### src/rtl/isotp_boot_request_receiver_top_assert.svh
// Assertion macros shared by the receiver modules. Each macro expects clk and
// rst_n to be visible in the module that uses it.
`ifndef ISOTP_BOOT_REQUEST_RECEIVER_TOP_ASSERT_SVH
`define ISOTP_BOOT_REQUEST_RECEIVER_TOP_ASSERT_SVH

`ifndef SYNTH

// Same-cycle implication, checked out of reset only.
`define ISOTP_ASSERT_IMP(lbl, ante, cons) \
  lbl: assert property (@(posedge clk) disable iff (!rst_n) (ante) |-> (cons)) \
    else $error("isotp receiver assertion failed");

// Next-cycle implication, checked out of reset only.
`define ISOTP_ASSERT_NXT(lbl, ante, cons) \
  lbl: assert property (@(posedge clk) disable iff (!rst_n) (ante) |=> (cons)) \
    else $error("isotp receiver assertion failed");

`else

`define ISOTP_ASSERT_IMP(lbl, ante, cons)
`define ISOTP_ASSERT_NXT(lbl, ante, cons)

`endif

`endif

### src/rtl/isotp_pkg.sv
`timescale 1ns / 1ps

package isotp_pkg;

  // Received frame types.
  localparam logic [3:0] FT_SINGLE = 4'd0;
  localparam logic [3:0] FT_FIRST  = 4'd1;
  localparam logic [3:0] FT_CONSEC = 4'd2;

  // Response frame types.
  localparam logic [1:0] RT_FIRST  = 2'd1;
  localparam logic [1:0] RT_CONSEC = 2'd2;
  localparam logic [1:0] RT_FLOW   = 2'd3;

  // Configuration register indexes.
  localparam logic CFG_START_ADDR = 1'b0;
  localparam logic CFG_END_ADDR   = 1'b1;

  // Length of the app-size request.
  localparam int REQ_LEN = 11;

  // Queued response entries.
  typedef enum logic [2:0] {
    ENT_FLOW  = 3'd0,
    ENT_RESP1 = 3'd1,
    ENT_RESP2 = 3'd2,
    ENT_RESP3 = 3'd3,
    ENT_RESET = 3'd4
  } entry_t;

  // One entry handed from the front end to the buffer.
  typedef struct packed {
    logic   valid;
    entry_t entry;
  } push_t;

  // Buffer status seen by the top level and the back end.
  typedef struct packed {
    logic full;
    logic valid;
  } buf_stat_t;

  // One result beat.
  typedef struct packed {
    logic            reset_request;
    logic [1:0]      resp_type;
    logic [3:0]      resp_code;
    logic [6:0][7:0] resp_bytes;
  } resp_t;

  // Expected byte j of the app-size request.
  function automatic logic [7:0] req_byte(input int j);
    logic [7:0] b;
    b = 8'h00;
    if (j == 0) begin
      b = 8'h0B;
    end else if (j == 1) begin
      b = 8'h08;
    end
    return b;
  endfunction

endpackage

### src/rtl/isotp_rx_front.sv
`timescale 1ns / 1ps
`include "isotp_boot_request_receiver_top_assert.svh"

module isotp_rx_front #(
  parameter int QUEUE_DEPTH = 8
) (
  input  logic                  clk,
  input  logic                  rst_n,
  input  logic                  accept_i,
  input  logic                  command_i,
  input  logic [3:0]            frame_type_i,
  input  logic [3:0]            frame_code_i,
  input  logic [6:0][7:0]       data_i,
  output isotp_pkg::push_t      push_o
);
  import isotp_pkg::*;

  localparam int PW = $clog2(QUEUE_DEPTH);

  logic [11:0]   len_r, len_nxt;
  logic [11:0]   rcvd_r, rcvd_nxt;
  logic [3:0]    seq_r, seq_nxt;
  logic [PW-1:0] wr_r, wr_nxt;
  logic [PW-1:0] rd_r, rd_nxt;
  entry_t        q_r [QUEUE_DEPTH];
  entry_t        q_nxt [QUEUE_DEPTH];
  logic [REQ_LEN-1:0] match_r, match_nxt;

  logic          is_sf, is_ff, is_cf, seq_ok;
  logic          start, copying, done, msg_hit, pop_any;
  logic [11:0]   base, rem, off;
  logic [2:0]    avail, n, first;

  function automatic logic [PW-1:0] ring_inc(input logic [PW-1:0] p);
    return (p == PW'(QUEUE_DEPTH - 1)) ? '0 : p + 1'b1;
  endfunction

  always_comb begin
    is_sf  = command_i && (frame_type_i == FT_SINGLE);
    is_ff  = command_i && (frame_type_i == FT_FIRST);
    is_cf  = command_i && (frame_type_i == FT_CONSEC);
    seq_ok = (frame_code_i == seq_r);

    if (is_sf) begin
      len_nxt = {8'h00, frame_code_i};
    end else if (is_ff) begin
      len_nxt = {frame_code_i, data_i[0]};
    end else begin
      len_nxt = len_r;
    end

    // A zero length only updates the length and starts nothing.
    start   = (is_sf || is_ff) && (len_nxt != 12'd0);
    copying = start || (is_cf && seq_ok);
    base    = start ? 12'd0 : rcvd_r;
    first   = is_ff ? 3'd1 : 3'd0;
    avail   = is_ff ? 3'd6 : 3'd7;
    rem     = len_nxt - base;

    if (copying && (base < len_nxt)) begin
      n = (rem < {9'd0, avail}) ? rem[2:0] : avail;
    end else begin
      n = 3'd0;
    end

    rcvd_nxt = copying ? base + {9'd0, n} : rcvd_r;
    done     = copying && (rcvd_nxt == len_nxt);

    if (is_ff && start) begin
      seq_nxt = 4'd1;
    end else if (is_cf) begin
      if (seq_ok) begin
        seq_nxt = (seq_r == 4'd15) ? 4'd1 : seq_r + 4'd1;
      end else begin
        seq_nxt = 4'd0;
      end
    end else begin
      seq_nxt = seq_r;
    end

    // Only the first bytes of a message can take part in the request match,
    // so a per-byte match flag stands in for the stored byte.
    off = 12'd0;
    for (int j = 0; j < REQ_LEN; j++) begin
      match_nxt[j] = match_r[j];
      off = 12'(j) - base;
      if (copying && (12'(j) >= base) && (off < {9'd0, n})) begin
        match_nxt[j] = (data_i[off[2:0] + first] == req_byte(j));
      end
    end

    msg_hit = done && (len_nxt == 12'(REQ_LEN)) && (&match_nxt);

    // Pushes in order: flow control first, then the request responses.
    q_nxt  = q_r;
    wr_nxt = wr_r;
    if (is_ff && start) begin
      q_nxt[wr_nxt] = ENT_FLOW;
      wr_nxt = ring_inc(wr_nxt);
    end
    if (msg_hit) begin
      q_nxt[wr_nxt] = ENT_RESP1;
      wr_nxt = ring_inc(wr_nxt);
      q_nxt[wr_nxt] = ENT_RESP2;
      wr_nxt = ring_inc(wr_nxt);
      q_nxt[wr_nxt] = ENT_RESP3;
      wr_nxt = ring_inc(wr_nxt);
      q_nxt[wr_nxt] = ENT_RESET;
      wr_nxt = ring_inc(wr_nxt);
    end

    pop_any      = (rd_r != wr_nxt);
    rd_nxt       = pop_any ? ring_inc(rd_r) : rd_r;
    push_o.valid = accept_i && pop_any;
    push_o.entry = q_nxt[rd_r];
  end

  always_ff @(posedge clk) begin
    if (!rst_n) begin
      len_r  <= '0;
      rcvd_r <= '0;
      seq_r  <= '0;
      wr_r   <= '0;
      rd_r   <= '0;
    end else if (accept_i) begin
      len_r  <= len_nxt;
      rcvd_r <= rcvd_nxt;
      seq_r  <= seq_nxt;
      wr_r   <= wr_nxt;
      rd_r   <= rd_nxt;
    end
  end

  always_ff @(posedge clk) begin
    if (accept_i) begin
      q_r     <= q_nxt;
      match_r <= match_nxt;
    end
  end

  `ISOTP_ASSERT_NXT(a_seq_clear, accept_i && is_cf && !seq_ok, seq_r == 4'd0)
  `ISOTP_ASSERT_NXT(a_rcvd_step, accept_i && is_cf && seq_ok, (rcvd_r - $past(rcvd_r)) <= 12'd7)

endmodule

### src/rtl/isotp_rx_fifo.sv
`timescale 1ns / 1ps
`include "isotp_boot_request_receiver_top_assert.svh"

module isotp_rx_fifo (
  input  logic                  clk,
  input  logic                  rst_n,
  input  isotp_pkg::push_t      push_i,
  input  logic                  pop_i,
  output isotp_pkg::buf_stat_t  stat_o,
  output isotp_pkg::entry_t     entry_o
);
  import isotp_pkg::*;

  // Two entries let the front and back ends run at full rate while the output
  // flows; an output stall can fill the buffer and so raise its full flag.
  entry_t     mem_r [2];
  logic       wp_r, rp_r;
  logic [1:0] cnt_r;
  logic       do_pop;

  assign stat_o.full  = (cnt_r == 2'd2);
  assign stat_o.valid = (cnt_r != 2'd0);
  assign entry_o      = mem_r[rp_r];
  assign do_pop       = pop_i && stat_o.valid;

  always_ff @(posedge clk) begin
    if (!rst_n) begin
      wp_r  <= 1'b0;
      rp_r  <= 1'b0;
      cnt_r <= 2'd0;
    end else begin
      if (push_i.valid) begin
        wp_r <= ~wp_r;
      end
      if (do_pop) begin
        rp_r <= ~rp_r;
      end
      if (push_i.valid && !do_pop) begin
        cnt_r <= cnt_r + 2'd1;
      end else if (!push_i.valid && do_pop) begin
        cnt_r <= cnt_r - 2'd1;
      end
    end
  end

  always_ff @(posedge clk) begin
    if (push_i.valid) begin
      mem_r[wp_r] <= push_i.entry;
    end
  end

  `ISOTP_ASSERT_IMP(a_no_overrun, push_i.valid, !stat_o.full)

endmodule

### src/rtl/isotp_rx_back.sv
`timescale 1ns / 1ps
`include "isotp_boot_request_receiver_top_assert.svh"

module isotp_rx_back (
  input  logic                  clk,
  input  logic                  rst_n,
  input  logic                  buf_valid_i,
  input  isotp_pkg::entry_t     entry_i,
  output logic                  buf_pop_o,
  input  logic                  cfg_write_i,
  input  logic                  cfg_index_i,
  input  logic [31:0]           cfg_data_i,
  input  logic                  out_stall_i,
  output logic                  out_valid_o,
  output isotp_pkg::resp_t      beat_o
);
  import isotp_pkg::*;

  logic [15:0] start_addr_r;
  logic [31:0] end_addr_r;
  logic        out_valid_r;
  resp_t       beat_r, beat_nxt;
  logic        load;

  assign load        = buf_valid_i && (!out_valid_r || !out_stall_i);
  assign buf_pop_o   = load;
  assign out_valid_o = out_valid_r;
  assign beat_o      = beat_r;

  always_comb begin
    beat_nxt = '0;
    unique case (entry_i)
      ENT_FLOW: begin
        beat_nxt.resp_type  = RT_FLOW;
        beat_nxt.resp_bytes = {8'h55, 8'h55, 8'h55, 8'h55, 8'h55, 8'h01, 8'h00};
      end
      ENT_RESP1: begin
        beat_nxt.resp_type  = RT_FIRST;
        beat_nxt.resp_bytes = {8'h00, 8'h00, 8'h00, 8'h00, 8'h08, 8'h0B, 8'h14};
      end
      ENT_RESP2: begin
        beat_nxt.resp_type  = RT_CONSEC;
        beat_nxt.resp_code  = 4'd1;
        beat_nxt.resp_bytes = {8'h00, 8'h01, 8'h00, 8'h00, 8'h00, 8'h00, 8'h00};
      end
      ENT_RESP3: begin
        beat_nxt.resp_type  = RT_CONSEC;
        beat_nxt.resp_code  = 4'd2;
        beat_nxt.resp_bytes = {end_addr_r[31:24], end_addr_r[23:16], end_addr_r[15:8],
                               end_addr_r[7:0], 8'h00, start_addr_r[7:0],
                               start_addr_r[15:8]};
      end
      default: begin
        beat_nxt.reset_request = 1'b1;
      end
    endcase
  end

  always_ff @(posedge clk) begin
    if (!rst_n) begin
      start_addr_r <= '0;
      end_addr_r   <= '0;
      out_valid_r  <= 1'b0;
    end else begin
      if (cfg_write_i) begin
        if (cfg_index_i == CFG_START_ADDR) begin
          start_addr_r <= cfg_data_i[15:0];
        end else begin
          end_addr_r <= cfg_data_i;
        end
      end
      if (load) begin
        out_valid_r <= 1'b1;
      end else if (!out_stall_i) begin
        out_valid_r <= 1'b0;
      end
    end
  end

  always_ff @(posedge clk) begin
    if (load) begin
      beat_r <= beat_nxt;
    end
  end

  `ISOTP_ASSERT_NXT(a_out_fills, buf_valid_i && !out_valid_r, out_valid_r)

endmodule

### src/rtl/isotp_boot_request_receiver_top.sv
`timescale 1ns / 1ps

// ISO-TP style boot request receiver. Each beat on the in_ channel may carry
// one received CAN frame (single, first or consecutive); the block reassembles
// the message, answers a first frame with flow control and, when the complete
// message is exactly the 11-byte app-size request, queues three response
// frames followed by a reset request. Every accepted input beat hands out at
// most one queued response, in order, on the out_ channel; a beat with
// in_command low is a poll that only drains the response queue. The block
// takes one input beat per clock cycle while in_stall is low. The front end
// updates the reassembly state and the response ring in a single step and
// hands a released response on through the buffer to the output register of
// the back end. A two-entry buffer sits between the front and back ends, and
// in_stall is raised only while that buffer is full, which can happen when
// out_stall holds a response waiting at the output.
// The app start and end addresses are written through the cfg_ port, which
// is always ready; they should only change while no response is in flight.
// The response ring holds QUEUE_DEPTH entries and, like the protocol stack it
// mirrors, overwrites old entries without a full check.
module isotp_boot_request_receiver_top #(
  parameter int QUEUE_DEPTH = 8
) (
  input  logic        clk,
  input  logic        rst_n,
  input  logic        in_valid,
  output logic        in_stall,
  input  logic        in_command,
  input  logic [3:0]  in_frame_type,
  input  logic [3:0]  in_frame_code,
  input  logic [7:0]  in_data_byte1,
  input  logic [7:0]  in_data_byte2,
  input  logic [7:0]  in_data_byte3,
  input  logic [7:0]  in_data_byte4,
  input  logic [7:0]  in_data_byte5,
  input  logic [7:0]  in_data_byte6,
  input  logic [7:0]  in_data_byte7,
  output logic        out_valid,
  input  logic        out_stall,
  output logic        out_reset_request,
  output logic [1:0]  out_resp_type,
  output logic [3:0]  out_resp_code,
  output logic [7:0]  out_resp_byte1,
  output logic [7:0]  out_resp_byte2,
  output logic [7:0]  out_resp_byte3,
  output logic [7:0]  out_resp_byte4,
  output logic [7:0]  out_resp_byte5,
  output logic [7:0]  out_resp_byte6,
  output logic [7:0]  out_resp_byte7,
  input  logic        cfg_valid,
  output logic        cfg_ready,
  input  logic        cfg_index,
  input  logic [31:0] cfg_data
);
  import isotp_pkg::*;

  logic            accept;
  logic [6:0][7:0] data;
  push_t           push;
  buf_stat_t       stat;
  entry_t          head;
  logic            buf_pop;
  resp_t           beat;

  // The buffer status is registered, so in_stall never depends on in_valid.
  assign in_stall  = stat.full;
  assign accept    = in_valid && !in_stall;
  assign cfg_ready = 1'b1;

  assign data = {in_data_byte7, in_data_byte6, in_data_byte5, in_data_byte4,
                 in_data_byte3, in_data_byte2, in_data_byte1};

  // Front end: reassembly, request match and the response ring.
  isotp_rx_front #(
    .QUEUE_DEPTH(QUEUE_DEPTH)
  ) u_front (
    .clk          (clk),
    .rst_n        (rst_n),
    .accept_i     (accept),
    .command_i    (in_command),
    .frame_type_i (in_frame_type),
    .frame_code_i (in_frame_code),
    .data_i       (data),
    .push_o       (push)
  );

  // Decoupling buffer between the two halves.
  isotp_rx_fifo u_fifo (
    .clk     (clk),
    .rst_n   (rst_n),
    .push_i  (push),
    .pop_i   (buf_pop),
    .stat_o  (stat),
    .entry_o (head)
  );

  // Back end: address registers, response formatting and the output beat.
  isotp_rx_back u_back (
    .clk         (clk),
    .rst_n       (rst_n),
    .buf_valid_i (stat.valid),
    .entry_i     (head),
    .buf_pop_o   (buf_pop),
    .cfg_write_i (cfg_valid && cfg_ready),
    .cfg_index_i (cfg_index),
    .cfg_data_i  (cfg_data),
    .out_stall_i (out_stall),
    .out_valid_o (out_valid),
    .beat_o      (beat)
  );

  assign out_reset_request = beat.reset_request;
  assign out_resp_type     = beat.resp_type;
  assign out_resp_code     = beat.resp_code;
  assign out_resp_byte1    = beat.resp_bytes[0];
  assign out_resp_byte2    = beat.resp_bytes[1];
  assign out_resp_byte3    = beat.resp_bytes[2];
  assign out_resp_byte4    = beat.resp_bytes[3];
  assign out_resp_byte5    = beat.resp_bytes[4];
  assign out_resp_byte6    = beat.resp_bytes[5];
  assign out_resp_byte7    = beat.resp_bytes[6];

endmodule
### config.mk
export PLATFORM = sky130hd
export DESIGN_NAME = isotp_boot_request_receiver_top
export DESIGN_NICKNAME = d
export VERILOG_FILES = /design/src/rtl/isotp_pkg.sv /design/src/rtl/isotp_rx_front.sv /design/src/rtl/isotp_rx_fifo.sv /design/src/rtl/isotp_rx_back.sv /design/src/rtl/isotp_boot_request_receiver_top.sv
export VERILOG_INCLUDE_DIRS = /design/src /design/src/rtl
export SDC_FILE = /design/constraint.sdc
export NUM_CORES = 1
export LEC_CHECK = 0
export BUFFER_PORTS_ARGS = -buffer_cell sky130_fd_sc_hd__buf_2
export CELL_PAD_IN_SITES_DETAIL_PLACEMENT = 0
export CELL_PAD_IN_SITES_GLOBAL_PLACEMENT = 1
export CORE_UTILIZATION = 40
export DETAILED_ROUTE_END_ITERATION = 6
export HOLD_SLACK_MARGIN = 0.02
export PLACE_DENSITY = 0.78
export REMOVE_ABC_BUFFERS = 1
export SLEW_MARGIN = 20
export SYNTH_ARGS = -nofsm -noshare
export SYNTH_HDL_FRONTEND = slang
export SYNTH_SLANG_ARGS = --single-unit
### constraint.sdc
create_clock -name clk -period 10.9 [get_ports clk]
set_input_delay 2.18 -clock clk [delete_from_list [all_inputs] [get_ports clk]]
set_output_delay 2.18 -clock clk [all_outputs]
set_load 0.05 [all_outputs]
==> results of run 1 <==
-- area by class of cell --
cell class	instances	area, µm²	share of cell area (%)
Inverter	69	264	1.82
Multi-Input combinational cell	1089	7210	49.8
Sequential cell	184	4640	32.1
Clock buffer	17	425	2.94
Clock inverter	15	185	1.28
Tap cell	396	495	3.42
Timing Repair Buffer	221	1250	8.66
-- worst paths after layout --
check | cells after the start | end | slack (ns) | start
worst max-delay path | 37 | u_fifo.mem_r[1][2] | 0.44 | in_frame_type[2]
worst min register to register | 2 | u_back.start_addr_r[5] | 0.45 | u_back.start_addr_r[5]
worst max register to register | 35 | u_fifo.mem_r[1][2] | 2.45 | u_front.len_r[1]
worst min-delay path | 2 | u_back.start_addr_r[5] | 0.45 | u_back.start_addr_r[5]
-- cell usage after synthesis, types with 8 or more instances --
master and count:
nand2_1 214, buf_4 11, a22oi_1 13, or4_1 18, a31oi_1 10, nand2b_1 17, a21o_1 33, nand4_1 19
o31ai_1 8, mux2i_1 28, nor4_1 15, and3_1 10, nor2b_1 23, a21oi_1 114, mux2_2 14, dfxtp_1 88
nor2_1 75, nand3_1 34, or3_1 13, o2111ai_1 8, o21a_1 12, inv_1 66, edfxtp_1 96, clkbuf_1 71
nor3_1 32, xnor2_1 29, a211oi_1 12, ha_1 57, o211a_1 12, o21ai_0 55, a21boi_0 15, o22ai_1 20
and2_1 40
-- metal layers --
| layer | track usage [%] | vias up |
|---|---|---|
| li1 | - | 5512 |
| met1 | 32.8 | 5428 |
| met2 | 38.6 | 496 |
| met3 | 4.88 | 66 |
| met4 | 8.69 | 0 |
| met5 | 0 | - |
-- metrics by stage --
| stage | hold WS, ns | setup slack (ns) | cell area (µm²) | power (µW) | instances |
|---|---|---|---|---|---|
| 3_3_place_gp | 0.438 | 0.0310 | 13800 | 1970 | 1955 |
| 5_1_grt | 0.473 | -0.0413 | 14500 | 2750 | 1991 |
| 4_1_cts | 0.454 | 0.263 | 14400 | 2620 | 1987 |
| 2_1_floorplan | 0.432 | -1.73 | 12000 | 1700 | 1342 |
| 3_5_place_dp | 0.444 | -0.136 | 13800 | 1980 | 1955 |
| 6_report | 0.451 | 0.440 | 14500 | 2620 | 1991 |
-- power by group --
part	switching [µW]	internal (µW)	leakage [µW]
Sequential	56.8	922	0.00164
Clock	332	316	0.000299
Combinational	724	269	0.00404
-- state kept, by name, summed over array words and instances, names as in the netlist, named ones only --
signal,count
u_front.match_r,11
u_front.q_r,24
u_front.rd_r,3
u_fifo.cnt_r,2
u_fifo.mem_r,6
u_front.wr_r,3
u_front.len_r,12
u_back.beat_o,55
u_fifo.rp_r,1
u_fifo.wp_r,1
u_back.start_addr_r,16
u_front.rcvd_r,12
u_back.end_addr_r,32
u_back.out_valid_o,1
u_front.seq_r,4
-- worst register-to-register path, delay by kind of cell (launching register included) --
kind                       cells  cell delay [ns]
AOI/OAI and AO/OA             18             3.23
and+or+nand+nor               11             2.93
adders and majority gates      2             0.91
buffers and inverters          3             0.61
DFF                            1             0.33
muxes                          1             0.29
-- cells by family (layout without fill, tap and decap cells) --
logic type,count (synthesis),count (layout),share of synthesized area [%]
other,2,6,0.0604
AO/OA/AOI/OAI,385,385,20.5
AND/OR/NAND/NOR,551,551,22.5
multiplexers,50,50,4.90
XOR/XNOR,37,37,2.98
buffers and inverters,162,322,5.43
adder cells (fa/ha/maj),60,60,6.22
flip-flops,184,184,37.4
-- timing repair --
| action | CTS | global route |
|---|---|---|
| setup buffers | 0 | 4 |
| endpoints found under the setup margin | 0 | 4 |
| resized for setup | 0 | 15 |
| hold buffers | 0 | 0 |
==> impl_metrics.csv, run 1 <==
group,metric,value,unit
floorplan,floorplan.initialDensity,40.6,%
routing,drc,0,
synth,mappedNetlistArea,12400,µm²
timing,setup-violations-final,0,
final_layout,layout_commonest_cell,"nand2_1",
final_layout,final_layout_net_count,1745,
floorplan,i_o_pins,169,
worst_setup_path,cp.buffers_inverters,4,
outcome,status,"finished clean",
power,power.static_leakage,0.00598,µW
grt,antenna_found_initial,1,
timing,timing_hold_violations_final,0,
grt,via_count_of_the_first_global_routing_pass,10800,
worst_setup_path,setup.worst_path.end_class,"flip-flop",
clock_network,path_clk_slew,0.08,ns
timing,slew-limit-headroom,39.0,%
clock_network,cts_sinks,184,
synth,cell_count_after_synthesis,1431,
synth,synth.yosys.warnings,0,
synth,yosysSeqAreaShare,37.4,%
routing,post_drt_via_cell_ratio,5.78,
routing,drt-met1-wl,17400,µm
grt,grt_pass1_wl,60100,µm
worst_setup_path,critical_path_arrival,10.78,ns
place,dpl.hpwl,28600,µm
clock_network,cts_made_buffers,17,
power,power.density_cell_area,181,nW/µm²
grt,globalRoute.totalOverflow,0,
timing,final.setup_skew,0.0208,ns
worst_setup_path,cp_slowest_stage_delay,0.59,ns
power,ir_worst_vdd,0.000116,V
synth,postSynthAreaPerCell,8.68,µm²
grt,grt_start_max_net_pins,59,
clock_network,clock_latency,0.45,ns
clock_network,clock_tree.buffer_depth,2,
floorplan,die-width,178,µm
floorplan,floorplan.die.height,178,µm
timing,timing_max_transition_violations_final,0,
place,port-buffer-count,162,
synth,async_reset_ff_share,0,%
synth,dominantRegCellSynth,"edfxtp_1",
timing,timing.fmax,95.6,MHz
worst_setup_path,crit_path_frequent_cell,"o21a_1",
worst_setup_path,worstSetupStartpointType,"input pin",
routing,drt-initial-drc-count,1145,
worst_setup_path,worstPathMaxFanout,16,
worst_setup_path,path_class,"input pin to flip-flop",
final_layout,flow.area_growth_from_synthesis,16.5,%
final_layout,final.fill_count,2996,
routing,detail_route.first_pass.iterations,6,
clock_network,cts_tree,"yes",
run,timing.max_cap.violations,0,
synth,flip_flop_and_latch_count_after_synthesis,184,
routing,route.top_layer_used,"met4",
routing,wl_per_cell,19.5,µm
timing,timing.setup.tns,0,ns
worst_setup_path,worst_path_max_delay_cell,"or4_1",
worst_setup_path,worst_path_dominant_cell_family,"simple AND/OR/NAND/NOR gates",
place,weighted_congestion_at_the_end_of_routability_driven_global_placement,0.950,
routing,met2_wirelength,17400,µm
timing,worst_slew_pin_slew,0.909,ns
routing,drt.antenna.violating_nets,0,
synth,number_of_enable_type_register_cells_in_the_synthesized_netlist,96,
synth,netlist_top_cells_area,"edfxtp_1 (23%), dfxtp_1 (14%), nand2_1 (6.5%)",
worst_hold_path,hp-class,"flip-flop to flip-flop",
final_layout,layout.cells.most_common_list,"nand2_1 (214), buf_2 (162), a21oi_1 (112)",
final_layout,post_layout_util,47.3,%
floorplan,placement_rows,64,
routing,routed_wl,38800,µm
clock_network,cts-htree-levels,4,
routing,num_vias,11500,
timing,period_minus_slack,10.46,ns
routing,route.met3.wl,3030,µm
worst_setup_path,timing.critical_path.required,11.22,ns
final_layout,post_route_cells_drive_above_1_share,19.8,%
floorplan,design.die.area,31800,µm²
clock_network,clock_tree.root_cell,"clkbuf_16",
synth,post-synth-top-area-fraction,23.2,%
synth,synth.lib_cells_used.distinct,92,
grt,track_usage,24.3,%
synth,synthDominantAreaCellType,"edfxtp_1",
timing,finalCritPeriodShare,96.0,%
final_layout,antennaDiodeCount,0,
floorplan,core,30600,µm²
(Power assumes the default switching activity.)
==> inputs of run 2 (changes only) <==
Settings changed: SYNTH_HIERARCHICAL set to 1.
==> run 2 against run 1 <==
Compared with the run above: combinational power rose by 18%; sequential power hardly changed; wire length rose by 6.2%; clock power grew 0.8%; worst setup slack gained 0.15 ns; sequential share of layout area decreased by 0.82 points; critical path type unchanged; largest cell class unchanged.
==> impl_metrics.csv, run 2 <==
group,metric,value,unit
clock_network,cts_tree,"yes",
run,timing.max_cap.violations,0,
final_layout,flow.area_growth_from_synthesis,13.4,%
grt,via_count_of_the_first_global_routing_pass,11600,
routing,drt.antenna.violating_nets,0,
synth,dominantRegCellSynth,"edfxtp_1",
final_layout,multi_input_area,7710,µm²
grt,antenna_found_initial,0,
timing,setup-violations-final,0,
worst_setup_path,cp_slowest_stage_delay,0.86,ns
power,netSwitchingFraction,44.9,%
clock_network,cts-htree-levels,4,
synth,synth.yosys.warnings,6,
clock_network,cts_made_buffers,17,
timing,timing.fmax,97.0,MHz
floorplan,floorplan.die.height,183,µm
worst_setup_path,worstSetupStartpointType,"input pin",
clock_network,clock_tree.buffer_depth,2,
clock_network,cts.hold.buffers_added,0,
synth,number_of_enable_type_register_cells_in_the_synthesized_netlist,96,
synth,netlist_top_cells_area,"edfxtp_1 (22%), dfxtp_1 (13%), ha_1 (5.6%)",
synth,post-synth-top-area-fraction,22.0,%
routing,routed_wl,41200,µm
floorplan,die-width,183,µm
power,total_power,2840,µW
power,power.density_cell_area,191,nW/µm²
power,power.switching,1270,µW
final_layout,final_layout_net_count,1806,
power,pwr-share-clk,23.0,%
worst_setup_path,worst_path_max_delay_cell,"or4b_2",
synth,post-synth-top-count-cell,"nand2_1",
routing,wl_per_cell,19.7,µm
timing,worst_slew_pin_slew,0.989,ns
timing,setup_repair_after_global_routing_missed_its_margin,"no",
power,power.static_leakage,0.00587,µW
worst_setup_path,critical_path_arrival,10.56,ns
routing,num_vias,12300,
final_layout,layout.cells.most_common_list,"nand2_1 (179), buf_2 (162), nor2_1 (107)",
worst_setup_path,path_class,"input pin to flip-flop",
timing,finalCritPeriodShare,94.6,%
worst_hold_path,hp-class,"flip-flop to flip-flop",
synth,synth.lib_cells_used.distinct,101,
synth,yosysSeqAreaShare,35.5,%
clock_network,clock_latency,0.44,ns
floorplan,i_o_pins,169,
power,ir_worst_vdd,0.000146,V
final_layout,seqCellArea,4640,µm²
floorplan,floorplan.initialDensity,41.1,%
floorplan,placement_rows,65,
outcome,status,"finished clean",
clock_network,cts_sinks,184,
power,seqPwrFrac,35.7,%
synth,cell_count_after_synthesis,1526,
routing,detail_route.first_pass.iterations,6,
power,combPwrFrac,41.3,%
timing,slew-limit-headroom,32.3,%
final_layout,antennaDiodeCount,0,
final_layout,layout_commonest_cell,"nand2_1",
timing,timing_max_transition_violations_final,0,
place,port-buffer-count,162,
clock_network,clock_tree.root_cell,"clkbuf_16",
grt,track_usage,24.6,%
final_layout,largest_register_ffs,55,
worst_setup_path,timing.critical_path.required,11.15,ns
synth,synthDominantAreaCellType,"edfxtp_1",
routing,post_drt_via_cell_ratio,5.88,
timing,period_minus_slack,10.31,ns
grt,grt_start_max_net_pins,94,
grt,globalRoute.totalOverflow,0,
final_layout,final.fill_count,3195,
final_layout,final_design_area_no_fill,14900,µm²
power,intPower,1560,µW
timing,final.setup_skew,0.0191,ns
synth,mappedNetlistArea,13100,µm²
worst_setup_path,crit_path_frequent_cell,"o21ai_0",
synth,async_reset_ff_share,0,%
floorplan,core,31900,µm²
place,weighted_congestion_at_the_end_of_routability_driven_global_placement,0.931,
synth,flip_flop_and_latch_count_after_synthesis,184,
synth,postSynthAreaPerCell,8.58,µm²
final_layout,post_route_cells_drive_above_1_share,17.7,%
final_layout,finish.cell_count_without_fillers,2089,
grt,grt_pass1_wl,64800,µm
floorplan,design.die.area,33500,µm²
worst_setup_path,worstPathMaxFanout,13,
routing,drc,0,
timing,timing_hold_violations_final,0,
place,placed_cells_incl_taps,2057,
clock_network,path_clk_slew,0.08,ns
worst_setup_path,setup.worst_path.end_class,"flip-flop",
place,dpl.hpwl,30000,µm
synth,post_synth_most_frequent_cells,"nand2_1 (179), nor2_1 (107), a21oi_1 (99)",
routing,drt-initial-drc-count,1279,
place,postPlaceCellArea,14200,µm²
run 2: cell count changes after synthesis, moves of 14 or more:
cell,delta
a21o_1,-16
o21ai_0,+33
mux2i_1,+32
nand3_1,+27
nand4_1,+14
nor2_1,+32
nand2_1,-35
o211ai_1,+24
a21oi_1,-15
run 2: repair_timing:
item                                    in CTS  in global routing
buffers inserted                             0                  0
gates resized for setup                      0                  2
endpoints found under the setup margin       0                  7
run 2: cells by family (layout without fill, tap and decap cells):
logic type	after synthesis	count (layout)	share of synthesized area [%]
buffers and inverters	168	292	6.08
XOR/XNOR	33	33	2.31
adder cells (fa/ha/maj)	62	62	6.09
other	2	6	0.0573
multiplexers	75	75	6.30
flip-flops	184	184	35.5
AO/OA/AOI/OAI	407	407	20.4
AND/OR/NAND/NOR	595	595	23.3
run 2: path summary, 6_finish.rpt:
path,startpoint,endpoint,slack [ns],cells after the start
max reg2reg,u_front/rcvd_r[3],u_fifo/mem_r[0][2],2.66,28
min,u_back/end_addr_r[23],u_back/end_addr_r[23],0.45,2
min reg2reg,u_back/end_addr_r[23],u_back/end_addr_r[23],0.45,2
max,in_frame_type[1],u_fifo/mem_r[0][2],0.59,33
run 2: worst max-delay path, delay by kind of cell:
kind | cells | cell delay [ns]
XOR/XNOR | 3 | 0.50
AO/OA/AOI/OAI | 9 | 2.27
buffers and inverters | 2 | 0.38
multiplexers | 1 | 0.49
AND/OR/NAND/NOR | 15 | 3.71
adder cells (fa/ha/maj) | 3 | 1.01
run 2: final cells by class:
cell class | count | area share (%)
inverter | 61 | 1.54
sequential | 184 | 31.3
multi-input combinational | 1178 | 51.9
timing repair buffer | 199 | 7.33
clock inverter | 15 | 1.44
clock buffer | 17 | 2.86
tap | 435 | 3.66
run 2: metrics by stage:
step                hold slack (ns)  setup WS, ns  TNS, ns  util [%]
finish                        0.448         0.593        0      46.6
global route                  0.471        0.0219        0      46.6
CTS                           0.450         0.723        0      46.6
detailed placement            0.438         0.324        0      44.5
global placement              0.432         0.522        0      44.5
floorplan                     0.424        -0.422    -1.04         -
run 2: power by group through the flow:
stage | logic (µW) | clock network, µW | registers, µW
after floorplan | 456 | 0 | 1420
after global placement | 1160 | 0 | 1030
after detailed placement | 1160 | 0 | 1030
after CTS | 1170 | 667 | 1010
after global routing | 1250 | 698 | 1030
final | 1170 | 652 | 1010
run 2: per-layer routing:
layer | vias to the layer above | global-route usage (%) | share of wire [%]
met2 | 583 | 38.3 | 44
met1 | 5806 | 34.5 | 45
li1 | 5825 | - | -
met3 | 72 | 3.93 | 7.7
met4 | 0 | 8.30 | 2.5
met5 | - | 0 | 0
